## src/hdl/i2cm_pkg.sv

```systemverilog
// shared types and codes for the i2c register access master
// no dependencies; compiled first

package i2cm_pkg;

  // command codes on the op field
  localparam logic [1:0] OP_NONE  = 2'd0;
  localparam logic [1:0] OP_WRITE = 2'd1;
  localparam logic [1:0] OP_READ  = 2'd2;

  // configuration register indexes (paddr[2])
  localparam logic REG_PHASE_TICKS = 1'b0;
  localparam logic REG_ACK_POLL    = 1'b1;

  // configuration reset values
  localparam logic [15:0] PHASE_TICKS_RST = 16'd1;
  localparam logic [7:0]  ACK_POLL_RST    = 8'd250;

  // bus sequencing phases
  typedef enum logic [4:0] {
    PH_IDLE      = 5'd0,
    PH_START1    = 5'd1,
    PH_START2    = 5'd2,
    PH_START3    = 5'd3,
    PH_BIT_LOW   = 5'd4,
    PH_BIT_HIGH  = 5'd5,
    PH_ACK_LOW   = 5'd6,
    PH_ACK_HIGH  = 5'd7,
    PH_ACK_TAIL  = 5'd8,
    PH_RD_LOW    = 5'd9,
    PH_RD_HIGH   = 5'd10,
    PH_NACK_LOW  = 5'd11,
    PH_NACK_HIGH = 5'd12,
    PH_STOP1     = 5'd13,
    PH_STOP2     = 5'd14,
    PH_STOP3     = 5'd15,
    PH_DONE      = 5'd16
  } phase_t;

  // one tick request as seen by the sequencer
  typedef struct packed {
    logic [1:0] op;
    logic [6:0] dev_addr;
    logic [7:0] reg_addr;
    logic [7:0] wr_data;
    logic       sda_in;
  } tick_req_t;

  // line levels and status for one tick
  typedef struct packed {
    logic       scl_level;
    logic       sda_pull_low;
    logic       busy_res;
    logic       done_res;
    logic       ack_error;
    logic [7:0] rd_data;
  } tick_res_t;

  // configuration register contents
  typedef struct packed {
    logic [15:0] phase_ticks;
    logic [7:0]  ack_poll_limit;
  } cfg_t;

endpackage

```

## src/hdl/i2cm_in_if.sv

```systemverilog
// request channel: valid/ready plus one tick of command and sda sample
// no dependencies

interface i2cm_in_if;
  logic       valid;
  logic       ready;
  logic [1:0] op;
  logic [6:0] dev_addr;
  logic [7:0] reg_addr;
  logic [7:0] wr_data;
  logic       sda_in;

  modport source (output valid, op, dev_addr, reg_addr, wr_data, sda_in, input ready);
  modport sink   (input valid, op, dev_addr, reg_addr, wr_data, sda_in, output ready);
endinterface

```

## src/hdl/i2cm_out_if.sv

```systemverilog
// result channel: valid/ready plus line levels and status of one tick
// no dependencies

interface i2cm_out_if;
  logic       valid;
  logic       ready;
  logic       scl_level;
  logic       sda_pull_low;
  logic       busy_res;
  logic       done_res;
  logic       ack_error;
  logic [7:0] rd_data;

  modport source (output valid, scl_level, sda_pull_low, busy_res, done_res, ack_error,
                  rd_data, input ready);
  modport sink   (input valid, scl_level, sda_pull_low, busy_res, done_res, ack_error,
                  rd_data, output ready);
endinterface

```

## src/hdl/i2c_master_register_access.sv

```systemverilog
// top level of the i2c register access master: request/result channels,
// apb configuration registers and result register
// depends on i2cm_pkg, i2cm_in_if, i2cm_out_if, i2cm_seq
//
//   channel   direction  handshake      carries
//   in_ch     sink       valid/ready    op, dev_addr, reg_addr, wr_data, sda_in
//   out_ch    source     valid/ready    scl, sda pull, busy, done, ack error, rd_data
//   cfg       apb slave  psel/penable   phase_ticks (0x0), ack_poll_limit (0x4)
//
// one request is one bus tick; a request is taken every cycle unless the
// result register is stalled, and its result is in the result register the next cycle
// the sequencer state and the result register are the only stages in the path
// a stalled result register holds and blocks new requests until taken
// synchronous active-low reset returns to idle with default configuration

module i2c_master_register_access
  import i2cm_pkg::*;
(
  input  logic        clk,
  input  logic        rst_n,
  i2cm_in_if.sink     in_ch,
  i2cm_out_if.source  out_ch,
  input  logic        psel,
  input  logic        penable,
  input  logic        pwrite,
  input  logic [2:0]  paddr,
  input  logic [31:0] pwdata,
  output logic [31:0] prdata,
  output logic        pready
);

  cfg_t      cfg_r;
  tick_req_t req;
  tick_res_t seq_res;
  tick_res_t res_r;
  logic      out_valid_r;
  logic      accept;
  logic      cfg_wr;

  // configuration registers
  assign pready = 1'b1;
  assign cfg_wr = psel && penable && pwrite;

  always_ff @(posedge clk) begin
    if (!rst_n) begin
      cfg_r.phase_ticks    <= PHASE_TICKS_RST;
      cfg_r.ack_poll_limit <= ACK_POLL_RST;
    end else if (cfg_wr) begin
      unique case (paddr[2])
        REG_PHASE_TICKS: cfg_r.phase_ticks    <= pwdata[15:0];
        REG_ACK_POLL:    cfg_r.ack_poll_limit <= pwdata[7:0];
        default:         cfg_r.phase_ticks    <= cfg_r.phase_ticks;
      endcase
    end
  end

  always_comb begin
    unique case (paddr[2])
      REG_PHASE_TICKS: prdata = {16'd0, cfg_r.phase_ticks};
      REG_ACK_POLL:    prdata = {24'd0, cfg_r.ack_poll_limit};
      default:         prdata = 32'd0;
    endcase
  end

  // request handshake
  assign in_ch.ready = !out_valid_r || out_ch.ready;
  assign accept      = in_ch.valid && in_ch.ready;

  assign req.op       = in_ch.op;
  assign req.dev_addr = in_ch.dev_addr;
  assign req.reg_addr = in_ch.reg_addr;
  assign req.wr_data  = in_ch.wr_data;
  assign req.sda_in   = in_ch.sda_in;

  i2cm_seq u_seq (
    .clk   (clk),
    .rst_n (rst_n),
    .step  (accept),
    .req   (req),
    .cfg   (cfg_r),
    .res   (seq_res)
  );

  // result register
  always_ff @(posedge clk) begin
    if (!rst_n) begin
      out_valid_r <= 1'b0;
    end else if (accept) begin
      out_valid_r <= 1'b1;
    end else if (out_ch.ready) begin
      out_valid_r <= 1'b0;
    end
  end

  always_ff @(posedge clk) begin
    if (accept) begin
      res_r <= seq_res;
    end
  end

  assign out_ch.valid        = out_valid_r;
  assign out_ch.scl_level    = res_r.scl_level;
  assign out_ch.sda_pull_low = res_r.sda_pull_low;
  assign out_ch.busy_res     = res_r.busy_res;
  assign out_ch.done_res     = res_r.done_res;
  assign out_ch.ack_error    = res_r.ack_error;
  assign out_ch.rd_data      = res_r.rd_data;

endmodule

```

## src/hdl/i2cm_seq.sv

```systemverilog
// bus sequencer: phase state machine, shift and counters, one step per tick
// depends on i2cm_pkg

module i2cm_seq
  import i2cm_pkg::*;
(
  input  logic      clk,
  input  logic      rst_n,
  input  logic      step,
  input  tick_req_t req,
  input  cfg_t      cfg,
  output tick_res_t res
);

  phase_t      phase_r,    phase_nxt;
  logic [2:0]  bit_cnt_r,  bit_cnt_nxt;
  logic [7:0]  shift_r,    shift_nxt;
  logic [1:0]  byte_idx_r, byte_idx_nxt;
  logic [15:0] tick_r,     tick_nxt;
  logic [7:0]  poll_r,     poll_nxt;
  logic [6:0]  dev_r,      dev_nxt;
  logic [7:0]  reg_r,      reg_nxt;
  logic [7:0]  dat_r,      dat_nxt;
  logic        is_read_r,  is_read_nxt;
  logic [7:0]  rd_byte_r,  rd_byte_nxt;
  logic        err_r,      err_nxt;

  logic        busy;
  logic [15:0] len;
  logic        phase_end;

  // byte sent at each position of the transfer
  function automatic logic [7:0] byte_for(input logic [1:0] idx, input logic [6:0] dev,
                                          input logic [7:0] ra, input logic [7:0] dat,
                                          input logic rd);
    logic [7:0] b;
    begin
      unique case (idx)
        2'd0:    b = {dev, 1'b0};
        2'd1:    b = ra;
        2'd2:    b = rd ? {dev, 1'b1} : dat;
        default: b = 8'd0;
      endcase
      return b;
    end
  endfunction

  // phase length and end of phase
  assign busy      = (phase_r != PH_IDLE) && (phase_r != PH_DONE);
  assign len       = (cfg.phase_ticks == 16'd0) ? 16'd1 : cfg.phase_ticks;
  assign phase_end = ({1'b0, tick_r} + 17'd1) >= {1'b0, len};

  // next state
  always_comb begin
    phase_nxt    = phase_r;
    bit_cnt_nxt  = bit_cnt_r;
    shift_nxt    = shift_r;
    byte_idx_nxt = byte_idx_r;
    tick_nxt     = tick_r;
    poll_nxt     = poll_r;
    dev_nxt      = dev_r;
    reg_nxt      = reg_r;
    dat_nxt      = dat_r;
    is_read_nxt  = is_read_r;
    rd_byte_nxt  = rd_byte_r;
    err_nxt      = err_r;
    if (!busy) begin
      phase_nxt = PH_IDLE;
      tick_nxt  = 16'd0;
      if ((req.op == OP_WRITE) || (req.op == OP_READ)) begin
        dev_nxt      = req.dev_addr;
        reg_nxt      = req.reg_addr;
        dat_nxt      = req.wr_data;
        is_read_nxt  = (req.op == OP_READ);
        byte_idx_nxt = 2'd0;
        bit_cnt_nxt  = 3'd0;
        poll_nxt     = 8'd0;
        err_nxt      = 1'b0;
        phase_nxt    = PH_START1;
      end
    end else if (!phase_end) begin
      tick_nxt = tick_r + 16'd1;
    end else begin
      tick_nxt = 16'd0;
      unique case (phase_r)
        PH_START1: phase_nxt = PH_START2;
        PH_START2: phase_nxt = PH_START3;
        PH_START3: begin
          shift_nxt   = byte_for(byte_idx_r, dev_r, reg_r, dat_r, is_read_r);
          bit_cnt_nxt = 3'd0;
          phase_nxt   = PH_BIT_LOW;
        end
        PH_BIT_LOW: phase_nxt = PH_BIT_HIGH;
        PH_BIT_HIGH: begin
          shift_nxt = {shift_r[6:0], 1'b0};
          if (bit_cnt_r == 3'd7) begin
            poll_nxt  = 8'd0;
            phase_nxt = PH_ACK_LOW;
          end else begin
            bit_cnt_nxt = bit_cnt_r + 3'd1;
            phase_nxt   = PH_BIT_LOW;
          end
        end
        PH_ACK_LOW: phase_nxt = PH_ACK_HIGH;
        PH_ACK_HIGH: begin
          // low sda is an ack; high polls count up to the limit
          if (!req.sda_in) begin
            phase_nxt = PH_ACK_TAIL;
          end else if (poll_r >= cfg.ack_poll_limit) begin
            err_nxt   = 1'b1;
            phase_nxt = PH_STOP1;
          end else begin
            poll_nxt = poll_r + 8'd1;
          end
        end
        PH_ACK_TAIL: begin
          if (is_read_r && (byte_idx_r == 2'd1)) begin
            // repeated start before address+read
            byte_idx_nxt = 2'd2;
            phase_nxt    = PH_START1;
          end else if (byte_idx_r[1]) begin
            if (is_read_r) begin
              bit_cnt_nxt = 3'd0;
              shift_nxt   = 8'd0;
              phase_nxt   = PH_RD_LOW;
            end else begin
              phase_nxt = PH_STOP1;
            end
          end else begin
            byte_idx_nxt = byte_idx_r + 2'd1;
            shift_nxt    = byte_for(byte_idx_r + 2'd1, dev_r, reg_r, dat_r, is_read_r);
            bit_cnt_nxt  = 3'd0;
            phase_nxt    = PH_BIT_LOW;
          end
        end
        PH_RD_LOW: phase_nxt = PH_RD_HIGH;
        PH_RD_HIGH: begin
          shift_nxt = {shift_r[6:0], req.sda_in};
          if (bit_cnt_r == 3'd7) begin
            rd_byte_nxt = {shift_r[6:0], req.sda_in};
            phase_nxt   = PH_NACK_LOW;
          end else begin
            bit_cnt_nxt = bit_cnt_r + 3'd1;
            phase_nxt   = PH_RD_LOW;
          end
        end
        PH_NACK_LOW:  phase_nxt = PH_NACK_HIGH;
        PH_NACK_HIGH: phase_nxt = PH_STOP1;
        PH_STOP1:     phase_nxt = PH_STOP2;
        PH_STOP2:     phase_nxt = PH_STOP3;
        PH_STOP3:     phase_nxt = PH_DONE;
        default:      phase_nxt = PH_IDLE;
      endcase
    end
  end

  // line levels and status from the current phase
  always_comb begin
    res.scl_level    = 1'b1;
    res.sda_pull_low = 1'b0;
    res.busy_res     = 1'b1;
    res.done_res     = 1'b0;
    res.ack_error    = 1'b0;
    res.rd_data      = rd_byte_r;
    unique case (phase_r)
      PH_START2: res.sda_pull_low = 1'b1;
      PH_START3, PH_STOP1: begin
        res.scl_level    = 1'b0;
        res.sda_pull_low = 1'b1;
      end
      PH_BIT_LOW: begin
        res.scl_level    = 1'b0;
        res.sda_pull_low = !shift_r[7];
      end
      PH_BIT_HIGH: res.sda_pull_low = !shift_r[7];
      PH_ACK_LOW, PH_ACK_TAIL, PH_RD_LOW, PH_NACK_LOW: res.scl_level = 1'b0;
      PH_STOP2: res.sda_pull_low = 1'b1;
      PH_IDLE:  res.busy_res = 1'b0;
      PH_DONE: begin
        res.busy_res  = 1'b0;
        res.done_res  = 1'b1;
        res.ack_error = err_r;
      end
      default: res.scl_level = 1'b1;
    endcase
  end

  // state registers, advanced once per accepted tick
  always_ff @(posedge clk) begin
    if (!rst_n) begin
      phase_r    <= PH_IDLE;
      bit_cnt_r  <= 3'd0;
      shift_r    <= 8'd0;
      byte_idx_r <= 2'd0;
      tick_r     <= 16'd0;
      poll_r     <= 8'd0;
      dev_r      <= 7'd0;
      reg_r      <= 8'd0;
      dat_r      <= 8'd0;
      is_read_r  <= 1'b0;
      rd_byte_r  <= 8'd0;
      err_r      <= 1'b0;
    end else if (step) begin
      phase_r    <= phase_nxt;
      bit_cnt_r  <= bit_cnt_nxt;
      shift_r    <= shift_nxt;
      byte_idx_r <= byte_idx_nxt;
      tick_r     <= tick_nxt;
      poll_r     <= poll_nxt;
      dev_r      <= dev_nxt;
      reg_r      <= reg_nxt;
      dat_r      <= dat_nxt;
      is_read_r  <= is_read_nxt;
      rd_byte_r  <= rd_byte_nxt;
      err_r      <= err_nxt;
    end
  end

endmodule

```

## src/flat_wrapper.sv

```systemverilog
// flat-port wrapper written by rule: the top's interface ports become plain ports
module i2c_master_register_access_flat import i2cm_pkg::*;
  (clk, rst_n, psel, penable, pwrite, paddr, pwdata, prdata, pready, in_ch_valid, in_ch_op, in_ch_dev_addr, in_ch_reg_addr, in_ch_wr_data, in_ch_sda_in, in_ch_ready, out_ch_valid, out_ch_scl_level, out_ch_sda_pull_low, out_ch_busy_res, out_ch_done_res, out_ch_ack_error, out_ch_rd_data, out_ch_ready);
  i2cm_in_if in_ch_i ();
  i2cm_out_if out_ch_i ();
  input  logic clk;
  input  logic rst_n;
  input  logic psel;
  input  logic penable;
  input  logic pwrite;
  input  logic [2:0] paddr;
  input  logic [31:0] pwdata;
  output logic [31:0] prdata;
  output logic pready;
  input wire logic [$bits(in_ch_i.valid)-1:0] in_ch_valid;
  input wire logic [$bits(in_ch_i.op)-1:0] in_ch_op;
  input wire logic [$bits(in_ch_i.dev_addr)-1:0] in_ch_dev_addr;
  input wire logic [$bits(in_ch_i.reg_addr)-1:0] in_ch_reg_addr;
  input wire logic [$bits(in_ch_i.wr_data)-1:0] in_ch_wr_data;
  input wire logic [$bits(in_ch_i.sda_in)-1:0] in_ch_sda_in;
  output wire logic [$bits(in_ch_i.ready)-1:0] in_ch_ready;
  output wire logic [$bits(out_ch_i.valid)-1:0] out_ch_valid;
  output wire logic [$bits(out_ch_i.scl_level)-1:0] out_ch_scl_level;
  output wire logic [$bits(out_ch_i.sda_pull_low)-1:0] out_ch_sda_pull_low;
  output wire logic [$bits(out_ch_i.busy_res)-1:0] out_ch_busy_res;
  output wire logic [$bits(out_ch_i.done_res)-1:0] out_ch_done_res;
  output wire logic [$bits(out_ch_i.ack_error)-1:0] out_ch_ack_error;
  output wire logic [$bits(out_ch_i.rd_data)-1:0] out_ch_rd_data;
  input wire logic [$bits(out_ch_i.ready)-1:0] out_ch_ready;
  assign in_ch_i.valid = in_ch_valid;
  assign in_ch_i.op = in_ch_op;
  assign in_ch_i.dev_addr = in_ch_dev_addr;
  assign in_ch_i.reg_addr = in_ch_reg_addr;
  assign in_ch_i.wr_data = in_ch_wr_data;
  assign in_ch_i.sda_in = in_ch_sda_in;
  assign in_ch_ready = in_ch_i.ready;
  assign out_ch_valid = out_ch_i.valid;
  assign out_ch_scl_level = out_ch_i.scl_level;
  assign out_ch_sda_pull_low = out_ch_i.sda_pull_low;
  assign out_ch_busy_res = out_ch_i.busy_res;
  assign out_ch_done_res = out_ch_i.done_res;
  assign out_ch_ack_error = out_ch_i.ack_error;
  assign out_ch_rd_data = out_ch_i.rd_data;
  assign out_ch_i.ready = out_ch_ready;
  i2c_master_register_access u_core (.clk(clk), .rst_n(rst_n), .in_ch(in_ch_i), .out_ch(out_ch_i), .psel(psel), .penable(penable), .pwrite(pwrite), .paddr(paddr), .pwdata(pwdata), .prdata(prdata), .pready(pready));
endmodule
```

## config.mk

```make
export PLATFORM = sky130hd
export DESIGN_NAME = i2c_master_register_access_flat
export DESIGN_NICKNAME = d
export VERILOG_FILES = /design/src/hdl/i2cm_pkg.sv /design/src/hdl/i2cm_in_if.sv /design/src/hdl/i2cm_out_if.sv /design/src/hdl/i2c_master_register_access.sv /design/src/hdl/i2cm_seq.sv /design/src/flat_wrapper.sv
export SDC_FILE = /design/constraint.sdc
export NUM_CORES = 1
export LEC_CHECK = 0
export BUFFER_PORTS_ARGS = -buffer_cell sky130_fd_sc_hd__buf_4
export CAP_MARGIN = 0
export CORE_AREA = 8 8 156 158
export CTS_BUF_LIST = sky130_fd_sc_hd__clkbuf_8
export CTS_CLUSTER_SIZE = 8
export DETAILED_ROUTE_END_ITERATION = 6
export DIE_AREA = 0 0 164 166
export SYNTH_ARGS = -nofsm -noshare
export SYNTH_HDL_FRONTEND = slang
export SYNTH_SLANG_ARGS = --single-unit
export TNS_END_PERCENT = 5
```

## constraint.sdc

```tcl
create_clock -name clk -period 6.6 [get_ports clk]
set_input_delay 0.33 -clock clk [delete_from_list [all_inputs] [get_ports clk]]
set_output_delay 0.33 -clock clk [all_outputs]
set_load 0.01 [all_outputs]
```

; ---- After elaboration in Yosys (flattened, before gate mapping)
; Index checks and enable logic that the tools add are counted.
; Widths: inputs -> output; s select.
[totals]
latchBits = 0
register_bits = 113
mem_bits_ro = 0
word_cells = 160
ram_bits = 0
n_memories = 0
[classes]
mux = 55
n_reduce_logical = 33
n_shift = 0
addsub = 5
n_lt_le_gt_ge = 2
n_bitwise = 2
n_eq_ne = 41
mul = 0
div_mod_pow = 0
[ops]
columns = operator, n
row1 = $mux 8, 10
row2 = $pmux 5 s15, 1
row3 = $pmux 32 s2, 1
row4 = $mux 16, 3
row5 = $pmux 8 s3, 2
row6 = $eq 5x4->1 const B, 8
row7 = $pmux 8 s4, 1
row8 = $mux 5, 6
row9 = $mux 3, 8
row10 = $eq 5x3->1 const B, 4
row11 = $mux 2, 9
row12 = $ne 3x3->1 const B, 6
row13 = $add 16x1->17 const B, 1
row14 = $ge 17x16->1, 1
row15 = $add 16x1->16 const B, 1
row16 = $logic_not 16->1, 1
row17 = $pmux 8 s2, 1
row18 = $reduce_and 7->1, 2
row19 = $reduce_and 6->1, 2
row20 = $mux 1, 11
row21 = $eq 5x2->1 const B, 2
row22 = $reduce_and 5->1, 2
row23 = $pmux 3 s3, 1
row24 = $add 8x1->8 const B, 1
row25 = other kinds (31), 53

; ---- Logic depth before layout (Yosys ltp)
; Gate-level depths: netlist (run 1).
[depth]
depth_word = 6
ltp_mapped = 15
depth_no_buf = 14

; ---- Hierarchy
; A second synthesis (run 1) with hierarchy kept.
[hier_totals]
cells_unflattened = 756
area_unflattened_um2 = 6437.4
[modules_own_cells]
columns = module, area_per_inst_um2, seq_area_each_um2, instances, cells_each
row1 = i2cm_seq, 4703.3, 1501.4, 1, 596
row2 = i2c_master_register_access, 1734.2, 890.9, 1, 160

; ---- Least setup slack after synthesis (run 1)
; OpenSTA, ideal clock, no wires.
[synth_timing]
kind = reg-to-reg
from = reg u_core.u_seq.tick_r[0]
to = reg u_core.u_seq.tick_r[11]
arrival_time_ns = 3.065
synth_period_minus_slack_ns = 3.134
stages_incl_launch_ff = 16
setup_ns = 0.069
n_path_buf = 1
path_slack_ns = 3.466
cell_sequence = dfxtp_1 ha_1 nand4_2 nor2_1 and4_1 nand3_1 xnor2_1 ha_1 a21oi_1 nor2b_1 a2111oi_2 o211ai_2 buf_2 nor2_4 nand4b_1 o21ai_1
[synth_via]
elab_chain_len = 4
word_cells_on_any_way = 5
cone_classes = add/sub: 2 / order compare: 1 / mux: 2
[synth_lines]
columns = item, line
row1 = "start, declared", i2cm_seq.sv:19  ; logic [15:0] tick_r, tick_nxt;
row2 = "start signal, assigned", i2cm_seq.sv:208  ; tick_r <= tick_nxt;
row3 = $add 16x1->17, i2cm_seq.sv:51  ; assign phase_end = ({1'b0, tick_r} + 17'd1) >= {1'b0, len};
row4 = $ge 17x16->1, i2cm_seq.sv:51
row5 = $mux 16 (*), i2cm_seq.sv:81  ; end else if (!phase_end) begin
row6 = $mux 16 (*), i2cm_seq.sv:67  ; if (!busy) begin
; Mark *: on every way between the ends. The rest lies on a longest branch, timed or not.
; A chain may end at the register's enable or synchronous reset.

; ---- Final worst setup path (run 1)
[layout_timing]
from = reg u_core.u_seq.tick_r[2]
to = reg u_core.u_seq.phase_r[4]
[layout_via]
elab_chain_len = 4
[layout_lines]
columns = item, line
row1 = $add 16x1->17, i2cm_seq.sv:51
row2 = $ge 17x16->1, i2cm_seq.sv:51
row3 = $ne 2x1->1 (no line), -
row4 = $reduce_and 3->1 (no line), -
row5 = "end signal, assigned", i2cm_seq.sv:204  ; phase_r <= phase_nxt;
row6 = "end, declared", i2cm_seq.sv:15  ; phase_t phase_r, phase_nxt;
; No other way between the ends.

==> results.yml, run 1 <==
run_status:
  status: "finished clean"
cts:
  cts.path.max_buffers: 2
  cts_resized: 0
  cts_tree: "yes"
  clkTransAtPathRegs_ns: 0.08
  clockRootBuffer: "clkbuf_8"
  cts_setup_buffers: 0
  numCtsBuffers: 17
  htreeDepth: 4
  cts_sinks: 113
  cts_hold_buf: 0
  insertion_delay_ns: 0.44
setup_path:
  crit_arrival_ns: 4.30
  start_kind: "register"
  reg2reg_from: "u_core.u_seq.tick_r[2]"
  rr_worst_depth: 12
  critical_path.max_fanout: 13
  crit_path_cell_trace: "nand3_1 -> nor3_1 -> nand3_1 -> nor2_1 -> xor2_1 -> ha_1 -> and3_1 -> nand2_1 -> o211ai_2 -> nand2_4 -> or4_1 -> a21boi_1"
  crit_top_cell: "nand3_1"
  slowest_delay_ns: 0.72
  r2r-end: "u_core.u_seq.phase_r[4]"
  cp-end-kind: "register"
  r2r_setup_slack_ns: 2.66
  crit_end: "u_core.u_seq.phase_r[4]"
  critical_path_class: "reg2reg"
  cp.required_ns: 6.96
  slowest_stage: "o211ai_2"
  critPathLaunch: "u_core.u_seq.tick_r[2]"
timing:
  finalSetupTns_ns: 0
  fmax_ghz: 0.253
  holdWs_ns: 0.118
  tightestPinTransition_ns: 1.08
  fin_ws_ns: 2.66
  rsz0062_at_grt: "no"
  fin_crit_ns: 3.94
  finalHoldViolCount: 0
  slew_viol_final: 0
  final.setup_skew_ns: 0.0157
  relSlewSlack_pct: 27.8
  setup_viol: 0
  fin_crit_sh_pct: 59.8
detailed_routing:
  dr.pass1.iters: 4
  drtAntennaViolNets: 0
  wire_per_inst_um: 14.3
  drt_iter0_drc: 294
  vias_per_cell: 4.88
  vias: 5507
  drc_errors: 0
  drt-total-wl_um: 16100
die:
  pin_count: 116
  die_w_um: 164
  start_util_pct: 29.3
  rows: 55
  dieArea_mm2: 0.0272
  fp.dieH_um: 166
  core_mm2: 0.0221
global_route:
  antenna_found_initial: 0
  grt_overflow: 0
  busiest_layer: "met2"
  grtUsageMet1_pct: 15.7
  grt_max_degree: 117
  grt_pass1_vias: 5324
  use_met3_pct: 2.55
  track_usage_pct: 11.9
  use_met2_pct: 18.9
  grt_pass1_wl_um: 27000
logic_synthesis:
  synth_edf_count: 13
  ys_top_cells_by_area: "dfxtp_1, nand2_1, edfxtp_1"
  syn_area_mm2: 0.00647
  synthArstFlopShare_pct: 0
  ys_ff_latch: 113
  yosysTopAreaCell: "dfxtp_1"
  avgSynthCellArea_um2: 8.33
  yosysUniqueCellTypes: 74
  ys_seq_area_share_pct: 37.0
  synth_top_area_share_pct: 30.9
  netlist_instances: 777
  ys.flop_type: "dfxtp_1"
  yosysWarnings: 0
placed_design:
  port_buffers: 80
  dpl.hpwl_um: 11500
  pre_cts_ws_ns: 2.66
  gp_congestion: 0.824
pwr:
  p_per_area_mw_per_mm2: 208
  ir_drop_mv: 0.108
  p_leak_nw: 2.94
final_layout:
  syn2layout_area_growth_pct: 16.8
  fillers: 2322
  diodes: 0
  drive_gt1_share_pct: 15.8
  nNetsFinal: 928
run:
  max_cap_viol_count: 0
min_path:
  min_path_type: "in2reg"
cell usage in the layout (no fill, tap or decap), drive strengths merged, types with 4 or more instances in the layout:
master    n
a211oi    7
a21boi   49
a21o      4
a21oi    36
a22o      6
a22oi     8
and2      4
and3      7
buf      84
clkbuf   18
clkinv    6
conb     17
dfxtp   100
edfxtp   13
ha       29
inv      39
mux2i    27
nand2   136
nand2b   10
nand3    27
nand4     6
nand4b    6
nor2     46
nor2b    12
nor3      8
nor3b    12
nor4      6
o211ai   15
o21ai    34
o22ai     8
o31ai     5
xnor2     8
xor2      6
synthesized netlist by cell type (all sizes together), types with 8 or more instances:
| cell | n |
|---|---|
| dfxtp | 100 |
| o22ai | 8 |
| nand3 | 27 |
| a21oi | 36 |
| o211ai | 15 |
| edfxtp | 13 |
| mux2i | 27 |
| nor3 | 8 |
| ha | 29 |
| clkbuf | 37 |
| o21ai | 34 |
| nor3b | 12 |
| nand2 | 136 |
| xnor2 | 8 |
| a21boi | 49 |
| buf | 27 |
| nor2b | 12 |
| nor2 | 46 |
| a22oi | 8 |
| nand2b | 10 |
| inv | 34 |
worst min-delay path by stage:
| stage | start | endpoint | slack, ns | depth (start not counted) |
|---|---|---|---|---|
| finish | pwdata[0] | u_core.cfg_r[8] | 0.12 | 3 |
| global route | pwdata[0] | u_core.cfg_r[8] | 0.11 | 3 |
| CTS | pwdata[0] | u_core.cfg_r[8] | 0.1 | 3 |
| detailed placement | u_core.u_seq.rd_byte_r[4] | u_core.out_ch.rd_data[4] | 0.42 | 0 |
| global placement | u_core.u_seq.rd_byte_r[0] | u_core.out_ch.rd_data[0] | 0.42 | 0 |
| floorplan | u_core.u_seq.rd_byte_r[0] | u_core.out_ch.rd_data[0] | 0.41 | 0 |
flip-flops by register name, indices dropped and copies added (netlist names), 2 cells and up:
name,cells
u_core.u_seq.dev_r,7
u_core.u_seq.bit_cnt_r,3
u_core.cfg_r,24
u_core.u_seq.tick_r,16
u_core.u_seq.reg_r,8
u_core.u_seq.dat_r,8
u_core.u_seq.phase_r,5
u_core.u_seq.byte_idx_r,2
u_core.u_seq.poll_r,8
u_core.out_ch.rd_data,8
u_core.u_seq.shift_r,8
u_core.u_seq.rd_byte_r,8
cells by family after synthesis:
logic type | Yosys count | share of synthesized area [%]
AO/OA/AOI/OAI | 200 | 21.2
XOR/XNOR | 14 | 1.89
adder cells (fa/ha/maj) | 29 | 5.61
buffers and inverters | 98 | 6.92
flip-flops | 113 | 37.0
multiplexers | 28 | 4.35
other | 2 | 0.116
AND/OR/NAND/NOR | 293 | 22.9
metrics by stage:
step | util, % | instance area [µm²] | cells | total power, mW
global route | 34.2 | 7560 | 1129 | 1.65
floorplan | - | 6530 | 792 | 0.907
finish | 34.2 | 7560 | 1129 | 1.57
global placement | 32.6 | 7190 | 1097 | 0.980
detailed placement | 32.6 | 7190 | 1097 | 0.982
CTS | 34.2 | 7560 | 1129 | 1.59
cell type report:
type                    count  area, µm²  area share (%)
multi-input cells         581       3690            48.8
flip-flops and latches    113       2390            31.7
repair buffers             84        631            8.35
well taps                 285        357            4.72
clock buffers              18        248            3.28
inverters                  34        128            1.69
clock inverters            14        114            1.51
metal layers:
metal | wire length, µm | share of wire (%)
met1 | 7890 | 49
met2 | 7420 | 46
met3 | 631 | 3.9
met4 | 204 | 1.3
met5 | 0 | 0
where the power goes:
part / internal (mW) / switching, mW
logic: 0.0880 / 0.133
clock network: 0.305 / 0.304
registers: 0.718 / 0.0270
critical path, delay by kind of cell, from the launching register on:
| kind | cells | cell delay (ns) |
|---|---|---|
| AND/OR/NAND/NOR | 8 | 2.18 |
| AO/OA/AOI/OAI | 2 | 0.84 |
| flip-flops | 1 | 0.43 |
| adder cells (fa/ha/maj) | 1 | 0.30 |
| XOR/XNOR | 1 | 0.12 |
Power figures use the tool's default switching activity.
==> run 2, diff against run 1 <==
- clock period: 6.6 -> 3.4 ns (I/O delays scaled with it)
==> run 2 against run 1 <==
Largest cell class unchanged. Die area unchanged. Cell count increased by 6.0%. First-iteration DRC count rose by 13%. Setup slack worse by 2.5 ns. Worst hold slack worse by 0.082 ns. Critical path depth is 4 higher.
==> results.yml, run 2 (synthesis gave the netlist of run 1 again) <==
setup_path:
  cp-end-kind: "register"
  critical_path_class: "reg2reg"
  start_kind: "register"
  r2r_setup_slack_ns: 0.14
  rr_worst_depth: 16
  crit_arrival_ns: 3.63
  reg2reg_from: "u_core.u_seq.tick_r[1]"
  critical_path.max_fanout: 12
  cp.required_ns: 3.77
  r2r-end: "u_core.u_seq.tick_r[7]"
timing:
  relSlewSlack_pct: 30.9
  fin_crit_ns: 3.26
  tightestPinTransition_ns: 1.03
  fmax_ghz: 0.307
  setup_viol: 0
  slew_viol_final: 0
  finalHoldViolCount: 0
  fin_crit_sh_pct: 95.8
  final.setup_skew_ns: 0.0150
final_layout:
  diodes: 0
  largest_register_ffs: 24
  drive_gt1_share_pct: 18.6
  fillers: 2208
  layout_commonest_cell: "nand2_1"
  layout_common_cells: "nand2_1, buf_4, dfxtp_1, a21boi_0, nor2_1"
  largestRegisters: "u_core.cfg_r: 24 flops, u_core.u_seq.tick_r: 16 flops"
  top_register: "u_core.cfg_r"
  fin_area_mm2: 0.00831
  syn2layout_area_growth_pct: 28.4
  nNetsFinal: 996
detailed_routing:
  met1_length_um: 8070
  drtAntennaViolNets: 0
  highest_layer: "met4"
  routed-wl-met3_um: 711
  drt-total-wl_um: 16800
  vias: 5799
  drc_errors: 0
  drt_iter0_drc: 332
  vias_per_cell: 4.84
  wl_met2_um: 7790
  wire_per_inst_um: 14.1
  dr.pass1.iters: 4
global_route:
  grt_max_degree: 90
  antenna_found_initial: 0
  grt_pass1_vias: 5485
  grt_overflow: 0
  track_usage_pct: 12.2
  grt_pass1_wl_um: 27500
die:
  pin_count: 116
  core_mm2: 0.0221
  rows: 55
  dieArea_mm2: 0.0272
  fp.dieH_um: 166
  start_util_pct: 29.3
  die_w_um: 164
cts:
  insertion_delay_ns: 0.45
  htreeDepth: 4
  cts_sinks: 113
  clockRootBuffer: "clkbuf_8"
  cts_tree: "yes"
  clkTransAtPathRegs_ns: 0.07
  cts.path.max_buffers: 2
  numCtsBuffers: 17
pwr:
  p_seq_share_pct: 42.5
  finalPower_mw: 3.37
  p_int_mw: 2.44
  clockPowerShare_pct: 42.0
  p_per_area_mw_per_mm2: 406
  p_leak_nw: 3.29
  ir_drop_mv: 0.213
  p_sw_uw: 934
  comb_power_share_pct: 15.5
  sw_frac_of_total_pct: 27.7
placed_design:
  gp_congestion: 0.779
  port_buffers: 80
  dpl.hpwl_um: 11800
  dpl_cell_area_mm2: 0.00738
min_path:
  min_path_cells: 3
  hold_path_end: "u_core.u_seq.rd_byte_r[0]"
  min_path_type: "in2reg"
  min_from: "in_ch_sda_in"
run_status:
  status: "finished clean"
run:
  max_cap_viol_count: 0
run 2: cell types whose count changed in the layout (fill, tap and decap cells not counted), sizes merged:
cell	delta
buf	+27
bufinv	+3
clkinv	-1
clkinvlp	+1
dlygate4sd3	+40
inv	-3
nor2	+1
run 2: worst max path at each step:
stage / from / to / slack [ns] / cells after the start
finish: u_core.u_seq.tick_r[1] / u_core.u_seq.tick_r[7] / 0.14 / 16
global route: u_core.u_seq.tick_r[1] / u_core.u_seq.rd_byte_r[0] / -0.03 / 16
CTS: u_core.u_seq.tick_r[1] / u_core.u_seq.tick_r[1] / 0.03 / 16
detailed placement: u_core.u_seq.tick_r[1] / u_core.u_seq.rd_byte_r[2] / -0.001 / 16
global placement: u_core.u_seq.tick_r[1] / u_core.u_seq.phase_r[4] / 0.07 / 13
floorplan: u_core.u_seq.tick_r[0] / u_core.u_seq.tick_r[11] / 0.27 / 15
run 2: power by group through the flow:
| stage | Sequential (mW) | Combinational, mW | Clock [mW] |
|---|---|---|---|
| after floorplan | 1.45 | 0.308 | 0 |
| after global placement | 1.46 | 0.465 | 0 |
| after detailed placement | 1.46 | 0.466 | 0 |
| after CTS | 1.43 | 0.509 | 1.45 |
| after global routing | 1.44 | 0.575 | 1.51 |
| final | 1.43 | 0.524 | 1.42 |
run 2: what timing repair did:
| action | in CTS | in global routing |
|---|---|---|
| hold endpoints to repair | 47 | 0 |
| gates resized for setup | 2 | 13 |
| cloned | 0 | 1 |
| hold buffers | 40 | 0 |
| setup endpoints to repair | 9 | 44 |
| setup buffers | 0 | 2 |
| pin swaps | 0 | 6 |
run 2: critical path, stage by stage, from the launching register on:
cell and delay [ns]:
dfxtp_2 0.35, ha_1 0.18, nand4_2 0.14, nor2_2 0.13, and4_4 0.26, nand3_1 0.12, xnor2_2 0.17, ha_1 0.31
a21oi_1 0.14, nor2b_1 0.09, a2111oi_4 0.32, buf_4 0.18, o21ai_1 0.08, buf_6 0.17, nor2_2 0.26, nand3_1 0.11
a21boi_0 0.17
run 2: metal layers:
metal | GRT usage, % | vias up
met1 | 16.2 | 2688
met2 | 19.1 | 117
met5 | 0 | -
met4 | 4.59 | 0
li1 | - | 2968
met3 | 2.55 | 26
run 2: through the flow:
step	utilization [%]	instances	setup TNS [ns]	setup WS [ns]	hold WS [ns]
floorplan	-	792	0	0.266	0.294
global placement	33.4	1122	0	0.0690	0.398
detailed placement	33.4	1122	-0.000977	-0.000977	0.402
CTS	37.3	1194	0	0.0331	0.0162
global route	37.6	1197	-0.134	-0.0329	0.0856
finish	37.6	1197	0	0.143	0.0356
run 2: final cells by class:
class	instances	area, µm²	area share [%]
inverter	34	128	1.54
clock inverter	14	189	2.27
sequential	113	2390	28.8
clock buffer	18	248	2.98
timing repair buffer	151	1240	14.9
multi-input combinational	582	3760	45.2
tap	285	357	4.29
==> run 3, diff against run 2 <==
- ABC_AREA: not set -> 1
- CORE_AREA: 8 8 156 158 -> 8 8 155 157
- DIE_AREA: 0 0 164 166 -> 0 0 163 165
==> run 3 against run 2 <==
Clock skew down 0.0086 ns. Sequential share of layout area rose by 1.4 points. Global-route usage grew 0.45 points. Routed wire length down 0.62%. Via count decreased by 0.78%. Sequential cell count unchanged. Count of clock-buffer cells in the layout increased by 4. Total power rose by 22%. Critical path depth rose by 4. Synthesized area decreased by 2.3%. Non-clock buffer count is 29 lower. Cell count up 7.1%. Largest power group unchanged.
==> results.yml, run 3 <==
run_status:
  status: "finished clean"
final_layout:
  drive_gt1_share_pct: 17.3
  top_register: "u_core.cfg_r"
  nNetsFinal: 1086
  fillers: 2291
  layout_commonest_cell: "nand2_1"
  syn2layout_area_growth_pct: 25.3
  diodes: 0
  layout_common_cells: "nand2_1, nor2_1, inv_1, dfxtp_1, a21oi_1"
  largest_register_ffs: 24
  multiInputGateArea_mm2: 0.00330
  regArea_mm2: 0.00239
  largestRegisters: "u_core.cfg_r: 24 flops, u_core.u_seq.tick_r: 16 flops"
setup_path:
  critPathLaunch: "u_core.u_seq.tick_r[0]"
  crit_arrival_ns: 3.29
  critical_path.max_fanout: 9
  cp.required_ns: 3.72
  r2r_setup_slack_ns: 0.44
  reg2reg_from: "u_core.u_seq.tick_r[0]"
  start_kind: "register"
  crit_end: "u_core.u_seq.rd_byte_r[0]"
  rr_worst_depth: 20
  cp-end-kind: "register"
  critical_path_class: "reg2reg"
  r2r-end: "u_core.u_seq.rd_byte_r[0]"
detailed_routing:
  wire_per_inst_um: 13.0
  drc_errors: 0
  drt_iter0_drc: 352
  drtAntennaViolNets: 0
  dr.pass1.iters: 4
  vias_per_cell: 4.49
  vias: 5754
  drt-total-wl_um: 16700
run:
  max_cap_viol_count: 0
timing:
  setup_viol: 0
  slew_viol_final: 0
  fin_crit_ns: 2.96
  tightestPinTransition_ns: 0.846
  finalSetupTns_ns: 0
  final.setup_skew_ns: 0.00643
  fin_crit_sh_pct: 87.2
  rsz0062_at_grt: "no"
  fmax_ghz: 0.337
  finalHoldViolCount: 0
  relSlewSlack_pct: 43.5
cts:
  insertion_delay_ns: 0.44
  htreeDepth: 4
  cts.path.max_buffers: 2
  clkTransAtPathRegs_ns: 0.07
  numCtsBuffers: 17
  cts_sinks: 113
  cts_tree: "yes"
  clockRootBuffer: "clkbuf_8"
logic_synthesis:
  yosysTopAreaCell: "dfxtp_1"
  synth_edf_count: 13
  netlist_instances: 879
  ys_seq_area_share_pct: 37.8
  syn_area_mm2: 0.00632
  yosysUniqueCellTypes: 52
  synth_top_area_share_pct: 31.7
  synthArstFlopShare_pct: 0
  ys_top_cells_by_count: "nand2_1, nor2_1, inv_1"
  ys_top_cells_by_area: "dfxtp_1, nand2_1, a21oi_1"
  ys.flop_type: "dfxtp_1"
  avgSynthCellArea_um2: 7.20
  yosysWarnings: 0
  ys_ff_latch: 113
  synth.most_common_cell: "nand2_1"
placed_design:
  dpl.hpwl_um: 12200
  gp_congestion: 0.897
  port_buffers: 80
die:
  core_mm2: 0.0215
  pin_count: 116
  start_util_pct: 29.4
  rows: 54
  dieArea_mm2: 0.0269
  die_w_um: 163
  fp.dieH_um: 165
pwr:
  finalPower_mw: 4.13
  ir_drop_mv: 0.273
  p_per_area_mw_per_mm2: 521
  p_leak_nw: 3.40
global_route:
  grt_pass1_vias: 5507
  grt_overflow: 0
  antenna_found_initial: 0
  grt_max_degree: 67
  grt_pass1_wl_um: 27300
  track_usage_pct: 12.7
min_path:
  min_path_type: "in2reg"
## run 3: worst min-delay path by stage
stage	startpoint	to	slack (ns)	depth (start not counted)
5_1_grt	in_ch_dev_addr[4]	u_core.u_seq.dev_r[4]	0.02	3
4_1_cts	in_ch_dev_addr[2]	u_core.u_seq.dev_r[2]	0.0004	3
3_5_place_dp	pwdata[1]	u_core.cfg_r[1]	0.40	3
2_1_floorplan	pwdata[1]	u_core.cfg_r[1]	0.30	2
6_report	in_ch_dev_addr[2]	u_core.u_seq.dev_r[2]	0.03	3
3_3_place_gp	pwdata[1]	u_core.cfg_r[1]	0.39	3
## run 3: logic make-up after synthesis
| kind of cell | synth area share (%) |
|---|---|
| AOI/OAI and AO/OA | 18.6 |
| xor gates and xnor gates | 1.38 |
| adders and majority gates | 5.74 |
| buffers and inverters | 10.8 |
| DFF | 37.8 |
| other | 0.119 |
| and+or+nand+nor | 25.5 |
## run 3: per-stage QoR
step | util [%] | setup slack, ns | instance area (µm²) | hold WS (ns) | cells
final | 36.9 | 0.435 | 7920 | 0.0270 | 1282
after global routing | 36.9 | 0.0662 | 7920 | 0.0153 | 1282
after CTS | 36.8 | 0.283 | 7910 | 0.000355 | 1280
after detailed placement | 33.1 | 0.311 | 7120 | 0.399 | 1215
after global placement | 33.1 | 0.332 | 7120 | 0.394 | 1215
after floorplan | - | 0.682 | 6380 | 0.296 | 894
## run 3: what timing repair did
action	CTS	global route
hold buffers	33	0
setup endpoints to repair	0	21
hold endpoints to repair	35	0
resized for setup	0	1
setup buffers	0	2
## run 3: area by class of cell
| class | count | area share [%] |
|---|---|---|
| well taps | 280 | 4.42 |
| repair buffers | 122 | 12.6 |
| multi-input cells | 625 | 41.7 |
| clock buffers | 22 | 3.82 |
| clock inverters | 10 | 1.96 |
| inverters | 110 | 5.27 |
| flip-flops and latches | 113 | 30.2 |
## run 3: where the power goes
part | switching (mW) | total, mW | internal, mW
Sequential | 0.102 | 1.59 | 1.48
Combinational | 0.701 | 1.08 | 0.379
Clock | 0.572 | 1.46 | 0.892
## run 3: critical path: stages, from the launching register on
cell and delay [ns]:
dfxtp_2 0.37, ha_1 0.20, nand2_2 0.10, nor2_4 0.11
buf_4 0.13, nand3_4 0.08, nor2_1 0.13, xor2_1 0.25
ha_1 0.19, nand2_1 0.07, nor2_1 0.08, nand2_1 0.05
o21ai_0 0.17, nand2_1 0.12, and2_1 0.18, nand2_1 0.11
nand2_4 0.09, inv_4 0.13, nand2_2 0.12, nand2_1 0.11
a21oi_1 0.06
## run 3: routing by layer
layer	track usage [%]	up-vias	part of all wire, %
met5	0	-	0
met2	20.9	108	47
met1	15.6	2535	47
li1	-	3082	-
met4	5.46	0	2.1
met3	2.99	29	3.7
